[src/rtl/srr_pkg.sv]
package srr_pkg;

	localparam int SEQ_W      = 16;
	localparam int TAG_W      = 32;
	localparam int LEN_W      = 11;
	localparam int FRAME_W    = TAG_W + LEN_W;
	localparam int ITEM_W     = SEQ_W + TAG_W + LEN_W;
	localparam int TDATA_W    = ((ITEM_W + 7) / 8) * 8;
	localparam int TUSER_W    = 2;
	localparam int WS_W       = 5;
	localparam int FC_W       = 16;
	localparam int CFG_IDX_W  = 1;
	localparam int CFG_DATA_W = 16;
	localparam int BITCNT_W   = $clog2(SEQ_W);

	localparam logic [CFG_IDX_W-1:0] CFG_WIN_SLOTS   = 1'd0;
	localparam logic [CFG_IDX_W-1:0] CFG_FRAME_COUNT = 1'd1;

	localparam logic KIND_DELIVER = 1'b0;
	localparam logic KIND_ACK     = 1'b1;

	localparam logic [WS_W-1:0] WIN_SLOTS_RESET   = 5'd16;
	localparam logic [FC_W-1:0] FRAME_COUNT_RESET = 16'hFFFF;

	typedef struct packed {
		logic [LEN_W-1:0] payload_len;
		logic [TAG_W-1:0] payload_tag;
		logic [SEQ_W-1:0] seq_num;
	} srr_item_t;

	typedef struct packed {
		logic             all_done;
		logic             last_of_run;
		logic             result_kind;
		logic [LEN_W-1:0] out_len;
		logic [TAG_W-1:0] out_tag;
		logic [SEQ_W-1:0] out_seq;
	} srr_result_t;

	typedef struct packed {
		logic      valid;
		srr_item_t item;
	} srr_head_t;

endpackage

[src/rtl/selective_repeat_receiver.sv]
// Selective-repeat ARQ receiver. Each accepted frame is acknowledged, and a frame
// that falls in the receive window is buffered; whenever the expected frame is
// present, the run of consecutive buffered frames is delivered in order ahead of
// the acknowledgement, which always ends the frame's results with tlast set. A
// two-entry input queue and an output register let both sides stall on their own.
// A frame outside the window goes from ST_IDLE to ST_ACK; a frame inside it goes to
// ST_READ and, for each frame it releases, through ST_DLV and back to ST_READ: the slot
// memory has one registered read port, so every delivery reads the slot in ST_READ and
// loads the output register in ST_DLV. Writing the window register starts a 16-step
// bit-serial remainder of the expected sequence number by the new window, and queued
// frames are held back while it runs and its result is taken.
module selective_repeat_receiver #(
	parameter int WINDOW_DEPTH = 16
) (
	input  logic                              clk,
	input  logic                              arst_n,
	input  logic                              s_tvalid,
	output logic                              s_tready,
	// seq_num, payload_tag, payload_len, zero padding.
	input  logic [srr_pkg::TDATA_W-1:0]       s_tdata,
	output logic                              m_tvalid,
	input  logic                              m_tready,
	// out_seq, out_tag, out_len, zero padding.
	output logic [srr_pkg::TDATA_W-1:0]       m_tdata,
	// result_kind, all_done.
	output logic [srr_pkg::TUSER_W-1:0]       m_tuser,
	output logic                              m_tlast,
	input  logic                              cfg_wen,
	input  logic [srr_pkg::CFG_IDX_W-1:0]     cfg_index,
	input  logic [srr_pkg::CFG_DATA_W-1:0]    cfg_data
);

	localparam int IW = (WINDOW_DEPTH > 1) ? $clog2(WINDOW_DEPTH) : 1;
	localparam int WW = $clog2(WINDOW_DEPTH + 1);

	function automatic logic [WW-1:0] eff_window(input logic [srr_pkg::WS_W-1:0] ws);
		logic [WW-1:0] w;
		if (int'(ws) > WINDOW_DEPTH) begin
			w = WW'(WINDOW_DEPTH);
		end else if (ws == '0) begin
			w = WW'(1);
		end else begin
			w = WW'(ws);
		end
		return w;
	endfunction

	logic [srr_pkg::WS_W-1:0]    win_slots_q;
	logic [srr_pkg::FC_W-1:0]    frame_count_q;
	logic [WW-1:0]               win;
	logic                        rem_start;
	logic                        rem_busy;
	logic                        rem_done;
	logic [IW-1:0]               rem;
	logic [srr_pkg::SEQ_W-1:0]   expected_seq;
	srr_pkg::srr_head_t          head;
	logic                        pop;
	srr_pkg::srr_result_t        result;

	always_ff @(posedge clk or negedge arst_n) begin
		if (!arst_n) begin
			win_slots_q   <= srr_pkg::WIN_SLOTS_RESET;
			frame_count_q <= srr_pkg::FRAME_COUNT_RESET;
		end else if (cfg_wen) begin
			case (cfg_index)
				srr_pkg::CFG_WIN_SLOTS:   win_slots_q   <= cfg_data[srr_pkg::WS_W-1:0];
				srr_pkg::CFG_FRAME_COUNT: frame_count_q <= cfg_data[srr_pkg::FC_W-1:0];
				default: begin
				end
			endcase
		end
	end

	assign win       = eff_window(win_slots_q);
	assign rem_start = cfg_wen && (cfg_index == srr_pkg::CFG_WIN_SLOTS);

	srr_front u_front (
		.clk      (clk),
		.arst_n   (arst_n),
		.s_tvalid (s_tvalid),
		.s_tready (s_tready),
		.s_tdata  (s_tdata),
		.head     (head),
		.pop      (pop)
	);

	srr_remu #(
		.WINDOW_DEPTH (WINDOW_DEPTH)
	) u_remu (
		.clk      (clk),
		.arst_n   (arst_n),
		.start    (rem_start),
		.dividend (expected_seq),
		.divisor  (eff_window(cfg_data[srr_pkg::WS_W-1:0])),
		.busy     (rem_busy),
		.done     (rem_done),
		.rem      (rem)
	);

	srr_back #(
		.WINDOW_DEPTH (WINDOW_DEPTH)
	) u_back (
		.clk          (clk),
		.arst_n       (arst_n),
		.win          (win),
		.frame_count  (frame_count_q),
		.head         (head),
		.pop          (pop),
		.rem_busy     (rem_busy),
		.rem_done     (rem_done),
		.rem          (rem),
		.expected_seq (expected_seq),
		.m_valid      (m_tvalid),
		.m_ready      (m_tready),
		.result       (result)
	);

	assign m_tdata = srr_pkg::TDATA_W'({result.out_len, result.out_tag, result.out_seq});
	assign m_tuser = {result.all_done, result.result_kind};
	assign m_tlast = result.last_of_run;

	a_ack_no_payload: assert property (@(posedge clk) disable iff (!arst_n)
		m_tvalid && (result.result_kind == srr_pkg::KIND_ACK)
		|-> (result.out_tag == '0) && (result.out_len == '0))
		else $error("Acknowledgement carries a payload.");

	a_last_is_ack: assert property (@(posedge clk) disable iff (!arst_n)
		m_tvalid |-> (result.last_of_run == (result.result_kind == srr_pkg::KIND_ACK)))
		else $error("Run end does not coincide with the acknowledgement.");

	a_no_pop_in_remainder: assert property (@(posedge clk) disable iff (!arst_n)
		(rem_busy || rem_done) |-> !pop)
		else $error("Frame taken while the expected slot is being recomputed.");

endmodule

[src/rtl/srr_front.sv]
module srr_front (
	input  logic                         clk,
	input  logic                         arst_n,
	input  logic                         s_tvalid,
	output logic                         s_tready,
	input  logic [srr_pkg::TDATA_W-1:0]  s_tdata,
	output srr_pkg::srr_head_t           head,
	input  logic                         pop
);

	srr_pkg::srr_item_t ent_q [2];
	logic               wr_ptr_q;
	logic               rd_ptr_q;
	logic [1:0]         cnt_q;
	logic               push;

	assign s_tready = (cnt_q != 2'd2);
	assign push     = s_tvalid && s_tready;

	assign head.valid = (cnt_q != 2'd0);
	assign head.item  = ent_q[rd_ptr_q];

	always_ff @(posedge clk or negedge arst_n) begin
		if (!arst_n) begin
			wr_ptr_q <= 1'b0;
			rd_ptr_q <= 1'b0;
			cnt_q    <= 2'd0;
		end else begin
			if (push) begin
				wr_ptr_q <= ~wr_ptr_q;
			end
			if (pop) begin
				rd_ptr_q <= ~rd_ptr_q;
			end
			if (push && !pop) begin
				cnt_q <= cnt_q + 2'd1;
			end else if (!push && pop) begin
				cnt_q <= cnt_q - 2'd1;
			end
		end
	end

	always_ff @(posedge clk) begin
		if (push) begin
			ent_q[wr_ptr_q] <= srr_pkg::srr_item_t'(s_tdata[srr_pkg::ITEM_W-1:0]);
		end
	end

endmodule

[src/rtl/srr_remu.sv]
module srr_remu #(
	parameter int WINDOW_DEPTH = 16
) (
	input  logic                                       clk,
	input  logic                                       arst_n,
	input  logic                                       start,
	input  logic [srr_pkg::SEQ_W-1:0]                  dividend,
	input  logic [$clog2(WINDOW_DEPTH+1)-1:0]          divisor,
	output logic                                       busy,
	output logic                                       done,
	output logic [((WINDOW_DEPTH > 1) ? $clog2(WINDOW_DEPTH) : 1)-1:0] rem
);

	localparam int IW = (WINDOW_DEPTH > 1) ? $clog2(WINDOW_DEPTH) : 1;
	localparam int WW = $clog2(WINDOW_DEPTH + 1);
	localparam int RW = IW + 1;

	logic                             busy_q;
	logic                             done_q;
	logic [srr_pkg::BITCNT_W-1:0]     cnt_q;
	logic [srr_pkg::SEQ_W-1:0]        num_q;
	logic [WW-1:0]                    div_q;
	logic [IW-1:0]                    rem_q;
	logic [RW-1:0]                    trial;
	logic [IW-1:0]                    rem_next;

	always_comb begin
		trial = {rem_q, num_q[srr_pkg::SEQ_W-1]};
		if (trial >= RW'(div_q)) begin
			rem_next = IW'(trial - RW'(div_q));
		end else begin
			rem_next = IW'(trial);
		end
	end

	always_ff @(posedge clk or negedge arst_n) begin
		if (!arst_n) begin
			busy_q <= 1'b0;
			done_q <= 1'b0;
			cnt_q  <= '0;
			num_q  <= '0;
			div_q  <= WW'(1);
			rem_q  <= '0;
		end else begin
			done_q <= 1'b0;
			if (start) begin
				busy_q <= 1'b1;
				cnt_q  <= '0;
				num_q  <= dividend;
				div_q  <= divisor;
				rem_q  <= '0;
			end else if (busy_q) begin
				rem_q <= rem_next;
				num_q <= {num_q[srr_pkg::SEQ_W-2:0], 1'b0};
				cnt_q <= cnt_q + 1'b1;
				if (cnt_q == srr_pkg::BITCNT_W'(srr_pkg::SEQ_W - 1)) begin
					busy_q <= 1'b0;
					done_q <= 1'b1;
				end
			end
		end
	end

	assign busy = busy_q;
	assign done = done_q;
	assign rem  = rem_q;

endmodule

[src/rtl/srr_back.sv]
module srr_back #(
	parameter int WINDOW_DEPTH = 16
) (
	input  logic                                       clk,
	input  logic                                       arst_n,
	input  logic [$clog2(WINDOW_DEPTH+1)-1:0]          win,
	input  logic [srr_pkg::FC_W-1:0]                   frame_count,
	input  srr_pkg::srr_head_t                         head,
	output logic                                       pop,
	input  logic                                       rem_busy,
	input  logic                                       rem_done,
	input  logic [((WINDOW_DEPTH > 1) ? $clog2(WINDOW_DEPTH) : 1)-1:0] rem,
	output logic [srr_pkg::SEQ_W-1:0]                  expected_seq,
	output logic                                       m_valid,
	input  logic                                       m_ready,
	output srr_pkg::srr_result_t                       result
);

	localparam int IW = (WINDOW_DEPTH > 1) ? $clog2(WINDOW_DEPTH) : 1;
	localparam int WW = $clog2(WINDOW_DEPTH + 1);
	localparam int RW = IW + 1;

	typedef enum logic [1:0] {
		ST_IDLE,
		ST_READ,
		ST_DLV,
		ST_ACK
	} state_t;

	state_t                           state_q;
	logic [srr_pkg::SEQ_W-1:0]        exp_q;
	logic [IW-1:0]                    exp_slot_q;
	logic [srr_pkg::SEQ_W-1:0]        count_q;
	logic [WW-1:0]                    n_q;
	logic [WINDOW_DEPTH-1:0]          mark_q;
	logic [srr_pkg::SEQ_W-1:0]        ack_seq_q;
	logic                             out_valid_q;
	srr_pkg::srr_result_t             out_q;

	logic [srr_pkg::FRAME_W-1:0]      frame_mem [WINDOW_DEPTH];
	logic [srr_pkg::FRAME_W-1:0]      rd_q;

	logic                             done_now;
	logic                             done_after;
	logic [srr_pkg::SEQ_W-1:0]        offset;
	logic                             in_win;
	logic [RW-1:0]                    sum;
	logic [IW-1:0]                    slot_new;
	logic                             can_load;
	logic                             load;
	logic                             more;
	logic [IW-1:0]                    exp_slot_next;

	always_comb begin
		done_now   = (count_q >= frame_count);
		done_after = ({1'b0, count_q} + 17'd1) >= {1'b0, frame_count};
		offset     = head.item.seq_num - exp_q;
		in_win     = (offset < srr_pkg::SEQ_W'(win)) && !done_now;
		sum        = RW'(exp_slot_q) + RW'(offset[IW-1:0]);
		if (sum >= RW'(win)) begin
			slot_new = IW'(sum - RW'(win));
		end else begin
			slot_new = IW'(sum);
		end
		pop      = (state_q == ST_IDLE) && head.valid && !rem_busy && !rem_done;
		can_load = !out_valid_q || m_ready;
		more     = mark_q[exp_slot_q] && !done_now && (n_q < win);
		load     = can_load && (((state_q == ST_READ) && !more) || (state_q == ST_DLV) ||
			(state_q == ST_ACK));
		if ((RW'(exp_slot_q) + RW'(1'b1)) == RW'(win)) begin
			exp_slot_next = '0;
		end else begin
			exp_slot_next = exp_slot_q + 1'b1;
		end
	end

	always_ff @(posedge clk or negedge arst_n) begin
		if (!arst_n) begin
			state_q     <= ST_IDLE;
			exp_q       <= '0;
			exp_slot_q  <= '0;
			count_q     <= '0;
			n_q         <= '0;
			mark_q      <= '0;
			ack_seq_q   <= '0;
			out_valid_q <= 1'b0;
			out_q       <= '0;
		end else begin
			if (load) begin
				out_valid_q <= 1'b1;
			end else if (m_ready) begin
				out_valid_q <= 1'b0;
			end
			if (rem_done) begin
				exp_slot_q <= rem;
			end
			case (state_q)
				ST_IDLE: begin
					if (pop) begin
						ack_seq_q <= head.item.seq_num;
						n_q       <= '0;
						if (in_win) begin
							mark_q[slot_new] <= 1'b1;
							state_q          <= ST_READ;
						end else begin
							state_q <= ST_ACK;
						end
					end
				end
				ST_READ: begin
					if (more) begin
						state_q <= ST_DLV;
					end else if (can_load) begin
						out_q.result_kind <= srr_pkg::KIND_ACK;
						out_q.out_seq     <= ack_seq_q;
						out_q.out_tag     <= '0;
						out_q.out_len     <= '0;
						out_q.last_of_run <= 1'b1;
						out_q.all_done    <= done_now;
						state_q           <= ST_IDLE;
					end
				end
				ST_DLV: begin
					if (can_load) begin
						out_q.result_kind    <= srr_pkg::KIND_DELIVER;
						out_q.out_seq        <= exp_q;
						out_q.out_tag        <= rd_q[srr_pkg::FRAME_W-1:srr_pkg::LEN_W];
						out_q.out_len        <= rd_q[srr_pkg::LEN_W-1:0];
						out_q.last_of_run    <= 1'b0;
						out_q.all_done       <= done_after;
						mark_q[exp_slot_q]   <= 1'b0;
						exp_q                <= exp_q + 1'b1;
						exp_slot_q           <= exp_slot_next;
						count_q              <= count_q + 1'b1;
						n_q                  <= n_q + 1'b1;
						state_q              <= ST_READ;
					end
				end
				ST_ACK: begin
					if (can_load) begin
						out_q.result_kind <= srr_pkg::KIND_ACK;
						out_q.out_seq     <= ack_seq_q;
						out_q.out_tag     <= '0;
						out_q.out_len     <= '0;
						out_q.last_of_run <= 1'b1;
						out_q.all_done    <= done_now;
						state_q           <= ST_IDLE;
					end
				end
				default: begin
					state_q <= ST_IDLE;
				end
			endcase
		end
	end

	always_ff @(posedge clk) begin
		if (pop && in_win) begin
			frame_mem[slot_new] <= {head.item.payload_tag, head.item.payload_len};
		end
		rd_q <= frame_mem[exp_slot_q];
	end

	assign expected_seq = exp_q;
	assign m_valid      = out_valid_q;
	assign result       = out_q;

endmodule

[config.mk]
export PLATFORM = sky130hd
export DESIGN_NAME = selective_repeat_receiver
export DESIGN_NICKNAME = d
export VERILOG_FILES = /design/src/rtl/srr_pkg.sv /design/src/rtl/selective_repeat_receiver.sv /design/src/rtl/srr_front.sv /design/src/rtl/srr_remu.sv /design/src/rtl/srr_back.sv
export SDC_FILE = /design/constraint.sdc
export NUM_CORES = 1
export LEC_CHECK = 0
export BUFFER_PORTS_ARGS = -buffer_cell sky130_fd_sc_hd__buf_2
export CAP_MARGIN = 0
export CORE_MARGIN = 8
export CORE_UTILIZATION = 50
export DETAILED_ROUTE_END_ITERATION = 8
export PLACE_DENSITY = 0.78
export SLEW_MARGIN = 20
export SYNTH_ARGS = -nofsm -noshare
export SYNTH_HDL_FRONTEND = slang
export SYNTH_SLANG_ARGS = --single-unit
[constraint.sdc]
create_clock -name clk -period 11.62 [get_ports clk]
set_input_delay 1.162 -clock clk [delete_from_list [all_inputs] [get_ports clk]]
set_output_delay 1.162 -clock clk [all_outputs]
set_load 0.01 [all_outputs]
==> impl_metrics.tcl, run 1 <==
set metrics [dict create \
    skew_ns 0.0597 \
    fin_crit_ns 5.53 \
    synth.area.top_cells "edfxtp_1, mux4_2, dfrtp_1" \
    totalWireLength_mm 91.5 \
    grt_remaining_overflow 0 \
    syn_to_final_growth_pct 12.6 \
    ir_drop_mv 0.238 \
    track_usage_pct 19.4 \
    die_x_um 305 \
    cp-end-kind "flop" \
    yosys.area.top_type_share_pct 58.0 \
    slew_headroom_pct 24.8 \
    path_clk_slew_ns 0.06 \
    layout_common_cells "edfxtp_1, mux4_2, dfrtp_1" \
    yosys_register_bits 1042 \
    syn_area_mm2 0.0417 \
    hold_slack_ns 0.457 \
    clockPowerShare_pct 26.8 \
    drc 0 \
    place_congestion 0.853 \
    path_max_fanout 52 \
    port_buffers 144 \
    postCtsSetupBuffers 0 \
    pre_cts_ws_ns 6.06 \
    cpPeakStageDelay_ns 0.79 \
    mostFrequentLayoutCell "edfxtp_1" \
    postSynthCellCount 2273 \
    hold_buffers 0 \
    synth.avg_cell_area_um2 18.4 \
    fp-row-count 106 \
    vias 21446 \
    htreeDepth 3 \
    p_sw_w 0.00371 \
    clk_latency_ns 0.68 \
    fmax_mhz 181 \
    grt_pass1_wl_mm 138 \
    diodes 0 \
    root_buffer "clkbuf_16" \
    synthFlopType "edfxtp_1" \
    fin_total_pwr_w 0.0119 \
    grt_pass1_vias 22598 \
    antenna_found_initial 3 \
    rsz0062_at_grt "false" \
    synth_seq_area_share_pct 71.7 \
    post_cts_resized 0 \
    drt-pass1-iter-count 8 \
    cp_num_buf_inv 2 \
    path_delay_family "buffers and inverters" \
    cpMaxStageDelayCell "nor4_4" \
    status "completed" \
    num-fill-cells 6049 \
    hold_class "flop to flop" \
    cts_buffers 100 \
    combPwrFrac_pct 31.1 \
    synth_warnings 0 \
    drt_iter0_drc 2005 \
    p_leak_nw 16.9 \
    worstPathRequired_ns 11.91 \
    cp.arrival_ns 5.82 \
    period_share_pct 47.6 \
    ys_types 66 \
    core_mm2 0.0832 \
    ff2ff_setup_slack_ns 6.09 \
    vias_per_cell 5.93 \
    avgRoutedWirePerCell_um 25.3 \
    crit_path_start_kind "flop" \
    multi_input_area_mm2 0.0111 \
    internal_power_w 0.00818 \
    setup_tns_ns 0 \
    start_util_pct 50.2 \
    synth-edff-count 806 \
    swShare_pct 31.2 \
    timing_worst_slew_pin_value_ns 1.13 \
    worstPathCellList "buf_4 > mux2_2 > ha_1 > a2111oi_0 > a21oi_1 > a21oi_1 > nand2_1 > xnor2_1 > nor4_4 > nand2_1 > nor3_2 > buf_4" \
    grt_start_max_net_pins 76 \
    cts_tree "done" \
    cts_buffer_depth 3 \
    power_per_cell_area_mw_per_mm2 253 \
    hpwl_mm 49.8 \
    p_seq_share_pct 42.2 \
    nNetsFinal 2619 \
    final-seq-area_mm2 0.0299 \
    drv_slew 0 \
    fin_area_mm2 0.0470 \
    postSynth.asyncResetShare_pct 18.5 \
    ios 155 \
    die_h_um 305 \
    clkSinkCount 1042 \
    drv_cap 0 \
    setup_ws_ns 6.09 \
    postPlaceCellArea_mm2 0.0437 \
    drive_above_1_share_pct 26.8 \
    die_area_mm2 0.0930 \
    finalSetupViolCount 0 \
    postRouteAntennaNets 0 \
    yosysTopAreaCell "edfxtp_1" \
    critPathKind "flop to flop" \
    hold_viol 0 \
]
==> worst register-to-register path: stages (launching register included) <==
cell,delay (ns)
dfrtp_4,0.51
buf_4,0.74
mux2_2,0.47
ha_1,0.38
a2111oi_0,0.54
a21oi_1,0.11
a21oi_1,0.15
nand2_1,0.09
xnor2_1,0.18
nor4_4,0.79
nand2_1,0.20
nor3_2,0.21
buf_4,0.75
==> synthesized netlist by cell type, types with 4 or more instances <==
cell and count:
dfstp_2 18, inv_1 94, nor2_1 42, ha_1 78
clkbuf_1 66, mux2_1 16, a211oi_1 8, a22oi_1 15
a22o_1 43, nand2b_1 13, nand3b_1 7, a31oi_1 7
buf_1 23, a21o_1 19, nand2_1 146, nand4_1 13
or3_1 4, xnor2_1 47, buf_4 9, and3_1 13
nor2b_1 7, edfxtp_1 806, mux4_2 220, fa_1 4
nand4bb_1 15, o21a_1 6, nand3_1 18, mux2_2 77
buf_2 10, nor3_1 18, dfxtp_1 43, xor2_1 24
mux2i_1 25, dfrtp_1 175, nor4_1 4, o21ai_0 57
o211ai_1 4, a21oi_1 37
==> power by group through the flow <==
stage          Clock [W]  Sequential, W  Combinational, W
2_1_floorplan          0        0.00496           0.00280
3_3_place_gp           0        0.00507           0.00354
3_5_place_dp           0        0.00509           0.00369
4_1_cts          0.00325        0.00502           0.00373
5_1_grt          0.00339        0.00506           0.00402
6_report         0.00318        0.00501           0.00370
==> path summary, 6_finish.rpt <==
kind / startpoint / to / cells past startpoint
max in group asynchronous: arst_n / u_back.count_q[8] / 3
min in group asynchronous: arst_n / u_remu.num_q[14] / 1
worst min-delay path: u_back.rd_q[41] / u_back.result[46] / 1
worst max-delay path: u_front.rd_ptr_q / u_back.frame_mem[7][19] / 12
worst min register to register: u_back.rd_q[41] / u_back.result[46] / 1
worst max register to register: u_front.rd_ptr_q / u_back.frame_mem[7][19] / 12
==> final cells by class <==
class                           instances  area share [%]
Clock buffer                          130            5.78
Clock inverter                         60            1.15
Inverter                               94           0.751
Multi-Input combinational cell       1033            23.6
Sequential cell                      1042            63.7
Tap cell                             1080            2.88
Timing Repair Buffer                  180            2.18
==> metrics by stage <==
step                utilization, %  std cells
floorplan                        -       2277
global placement              52.6       3428
detailed placement            52.6       3429
CTS                           56.5       3619
global route                  56.5       3619
finish                        56.5       3619
==> cells by family (layout without fill, tap and decap cells) <==
logic type               Yosys count  count (layout)  share of synthesized area [%]
buffers and inverters            202             464                           1.93
AND/OR/NAND/NOR                  308             308                           3.65
AO/OA/AOI/OAI                    229             229                           3.74
multiplexers                     338             338                           15.0
other                              1               5                        0.00898
adder cells (fa/ha/maj)           82              82                           2.53
XOR/XNOR                          71              71                           1.49
flip-flops                      1042            1042                           71.7
==> layer usage <==
metal / part of all wire (%) / vias to the layer above / GRT usage (%)
met5: 0.014 / - / 0
met4: 2.2 / 2 / 4.91
met3: 6.6 / 155 / 3.33
met2: 52 / 865 / 33.9
met1: 40 / 11159 / 25.3
li1: - / 9265 / -
==> flip-flops by register name, indices dropped and copies added (netlist names), 16 cells and up <==
signal	count
frame_count_q	16
u_back.ack_seq_q	16
u_back.count_q	16
u_back.expected_seq	16
u_back.frame_mem	688
u_back.mark_q	16
u_back.rd_q	43
u_back.result	61
u_front.ent_q	118
u_remu.num_q	16
Note: power is estimated with default switching activity, not from simulation.
==> run 2: changes to the inputs <==
--- a/config.mk
+++ b/config.mk
@@ -10,7 +10,7 @@
 export CORE_MARGIN = 8
 export CORE_UTILIZATION = 50
 export DETAILED_ROUTE_END_ITERATION = 8
-export PLACE_DENSITY = 0.78
+export PLACE_DENSITY = 0.8
 export SLEW_MARGIN = 20
 export SYNTH_ARGS = -nofsm -noshare
 export SYNTH_HDL_FRONTEND = slang
==> constraint.sdc (replaced) <==
create_clock -name clk -period 5 [get_ports clk]
set_input_delay 0.5 -clock clk [delete_from_list [all_inputs] [get_ports clk]]
set_output_delay 0.5 -clock clk [all_outputs]
set_load 0.01 [all_outputs]
==> impl_metrics.tcl, run 2 (same netlist as run 1, synthesis figures left out) <==
set metrics [dict create \
    ios 155 \
    worstPathRequired_ns 5.35 \
    slew_headroom_pct 22.7 \
    clk_latency_ns 0.68 \
    cp-end-kind "flop" \
    path_delay_family "adder cells" \
    mostFrequentLayoutCell "edfxtp_1" \
    combPwrFrac_pct 35.4 \
    path_clk_slew_ns 0.06 \
    fin_total_pwr_w 0.0293 \
    status "completed" \
    pre_cts_ws_ns 0.138 \
    grt_pass1_vias 23180 \
    nNetsFinal 2687 \
    hold_class "primary input to flop" \
    grt_start_max_net_pins 108 \
    port_buffers 144 \
    track_usage_pct 19.8 \
    drc 0 \
    setup_ws_ns 0.0416 \
    drt-pass1-iter-count 7 \
    path_max_fanout 30 \
    vias_per_cell 6.02 \
    period_share_pct 99.2 \
    power_per_cell_area_mw_per_mm2 607 \
    cpMaxStageDelayCell "fa_2" \
    root_buffer "clkbuf_16" \
    antenna_found_initial 2 \
    die_h_um 305 \
    largest_register_ffs 688 \
    drv_cap 0 \
    clkSinkCount 1042 \
    start_util_pct 50.2 \
    p_sw_w 0.00955 \
    core_mm2 0.0832 \
    htreeDepth 3 \
    hold_viol 0 \
    cpPeakStageDelay_ns 0.59 \
    die_area_mm2 0.0930 \
    fp-row-count 106 \
    drive_above_1_share_pct 28.2 \
    totalWireLength_mm 98.7 \
    crit_path_start_kind "flop" \
    grt_pass1_wl_mm 141 \
    top_register "u_back.frame_mem" \
    fmax_mhz 202 \
    cp_common_cell "inv_1" \
    p_leak_nw 17.4 \
    fin_crit_ns 4.96 \
    cts_tree "done" \
    clockPowerShare_pct 25.5 \
    hpwl_mm 56.2 \
    cp.arrival_ns 5.30 \
    die_x_um 305 \
    num-fill-cells 5802 \
    layout_common_cells "edfxtp_1, mux4_2, dfrtp_1" \
    setup_tns_ns 0 \
    drv_slew 0 \
    ir_drop_mv 0.665 \
    worstPathCellList "mux2i_4 > ha_2 > inv_1 > fa_2 > inv_1 > fa_2 > inv_1 > ha_1 > a21o_1 > a21o_1 > a31o_4 > o211ai_1 > nand2_2 > nand4bb_1 > clkinvlp_4 > buf_12" \
    vias 22198 \
    cts_buffer_depth 3 \
    syn_to_final_growth_pct 15.8 \
    timing_worst_slew_pin_value_ns 1.16 \
    critPathKind "flop to flop" \
    postRouteAntennaNets 0 \
    internal_power_w 0.0198 \
    swShare_pct 32.6 \
    cp_num_buf_inv 5 \
    place_congestion 0.876 \
    finalSetupViolCount 0 \
    avgRoutedWirePerCell_um 26.8 \
    drt_iter0_drc 2249 \
    p_seq_share_pct 39.1 \
    grt_remaining_overflow 0 \
    skew_ns 0.0474 \
    cts_buffers 99 \
]
run 2: cell types whose count changed in the layout (fill, tap and decap cells not counted), moves of 4 or more:
| cell | before | now |
|---|---|---|
| buf_12 | 0 | 19 |
| buf_6 | 1 | 5 |
| clkbuf_16 | 101 | 105 |
| clkinvlp_4 | 4 | 19 |
| dlygate4sd3_1 | 0 | 38 |
| inv_2 | 15 | 0 |
| nand4bb_1 | 15 | 3 |
| nand4bb_4 | 0 | 11 |
run 2: repair_timing:
item | 4_1_cts | 5_1_grt
setup buffers | 0 | 5
gates resized for setup | 0 | 41
setup endpoints to repair | 0 | 681
hold buffers | 38 | 0
hold endpoints to repair | 169 | 0
run 2: routing by layer:
metal,track usage [%],vias up,wire length (um)
met5,0,-,0
met4,5.26,0,2890
met3,3.51,202,7500
met2,34.8,1112,50900
met1,25.4,11464,37400
li1,-,9420,-
run 2: power by group through the flow:
stage               Sequential (W)  Combinational (W)  Clock [W]
global placement            0.0116            0.00868          0
global route                0.0116             0.0110    0.00795
floorplan                   0.0115            0.00656          0
CTS                         0.0115            0.00931    0.00758
detailed placement          0.0116            0.00913          0
finish                      0.0115             0.0104    0.00750
run 2: worst reg2reg max path, cell delays in order, from the launching register on:
cell        delay (ns)
dfrtp_4           0.47
mux2i_4           0.26
ha_2              0.20
inv_1             0.05
fa_2              0.58
inv_1             0.08
fa_2              0.59
inv_1             0.11
ha_1              0.31
a21o_1            0.17
a21o_1            0.22
a31o_4            0.32
o211ai_1          0.32
nand2_2           0.14
nand4bb_1         0.34
clkinvlp_4        0.19
buf_12            0.23
run 2: metrics by stage:
step / util [%] / instance area [um^2] / instances / hold WS [ns]
CTS: 57.5 / 47800 / 3672 / 0.00531
finish: 58.1 / 48300 / 3685 / 0.0350
floorplan: - / 41800 / 2277 / 0.204
detailed placement: 53.1 / 44200 / 3448 / 0.444
global placement: 53.1 / 44200 / 3448 / 0.443
global route: 58.1 / 48300 / 3685 / 0.0140
run 2: area by class of cell:
class                   count  area (um^2)  share of cell area [%]
diodes                      1         2.50                 0.00518
inverters                  94          409                   0.847
flip-flops and latches   1042        29900                    61.9
multi-input cells        1033        11300                    23.5
well taps                1080         1350                    2.80
clock buffers             124         2620                    5.42
clock inverters            62          653                    1.35
repair buffers            249         2020                    4.18
run 2: worst paths after layout:
path,from,end,slack (ns),cells after the start
worst max-delay path,u_front.rd_ptr_q,u_back.frame_mem[2][11],0.04,16
worst min-delay path,s_tdata[11],u_front.ent_q[0][11],0.03,1
worst max register to register,u_front.rd_ptr_q,u_back.frame_mem[2][11],0.04,16
worst min register to register,u_back.rd_q[37],u_back.result[42],0.43,1
max in group asynchronous,arst_n,u_back.result[24],3.18,3
min in group asynchronous,arst_n,u_back.expected_seq[12],0.51,2
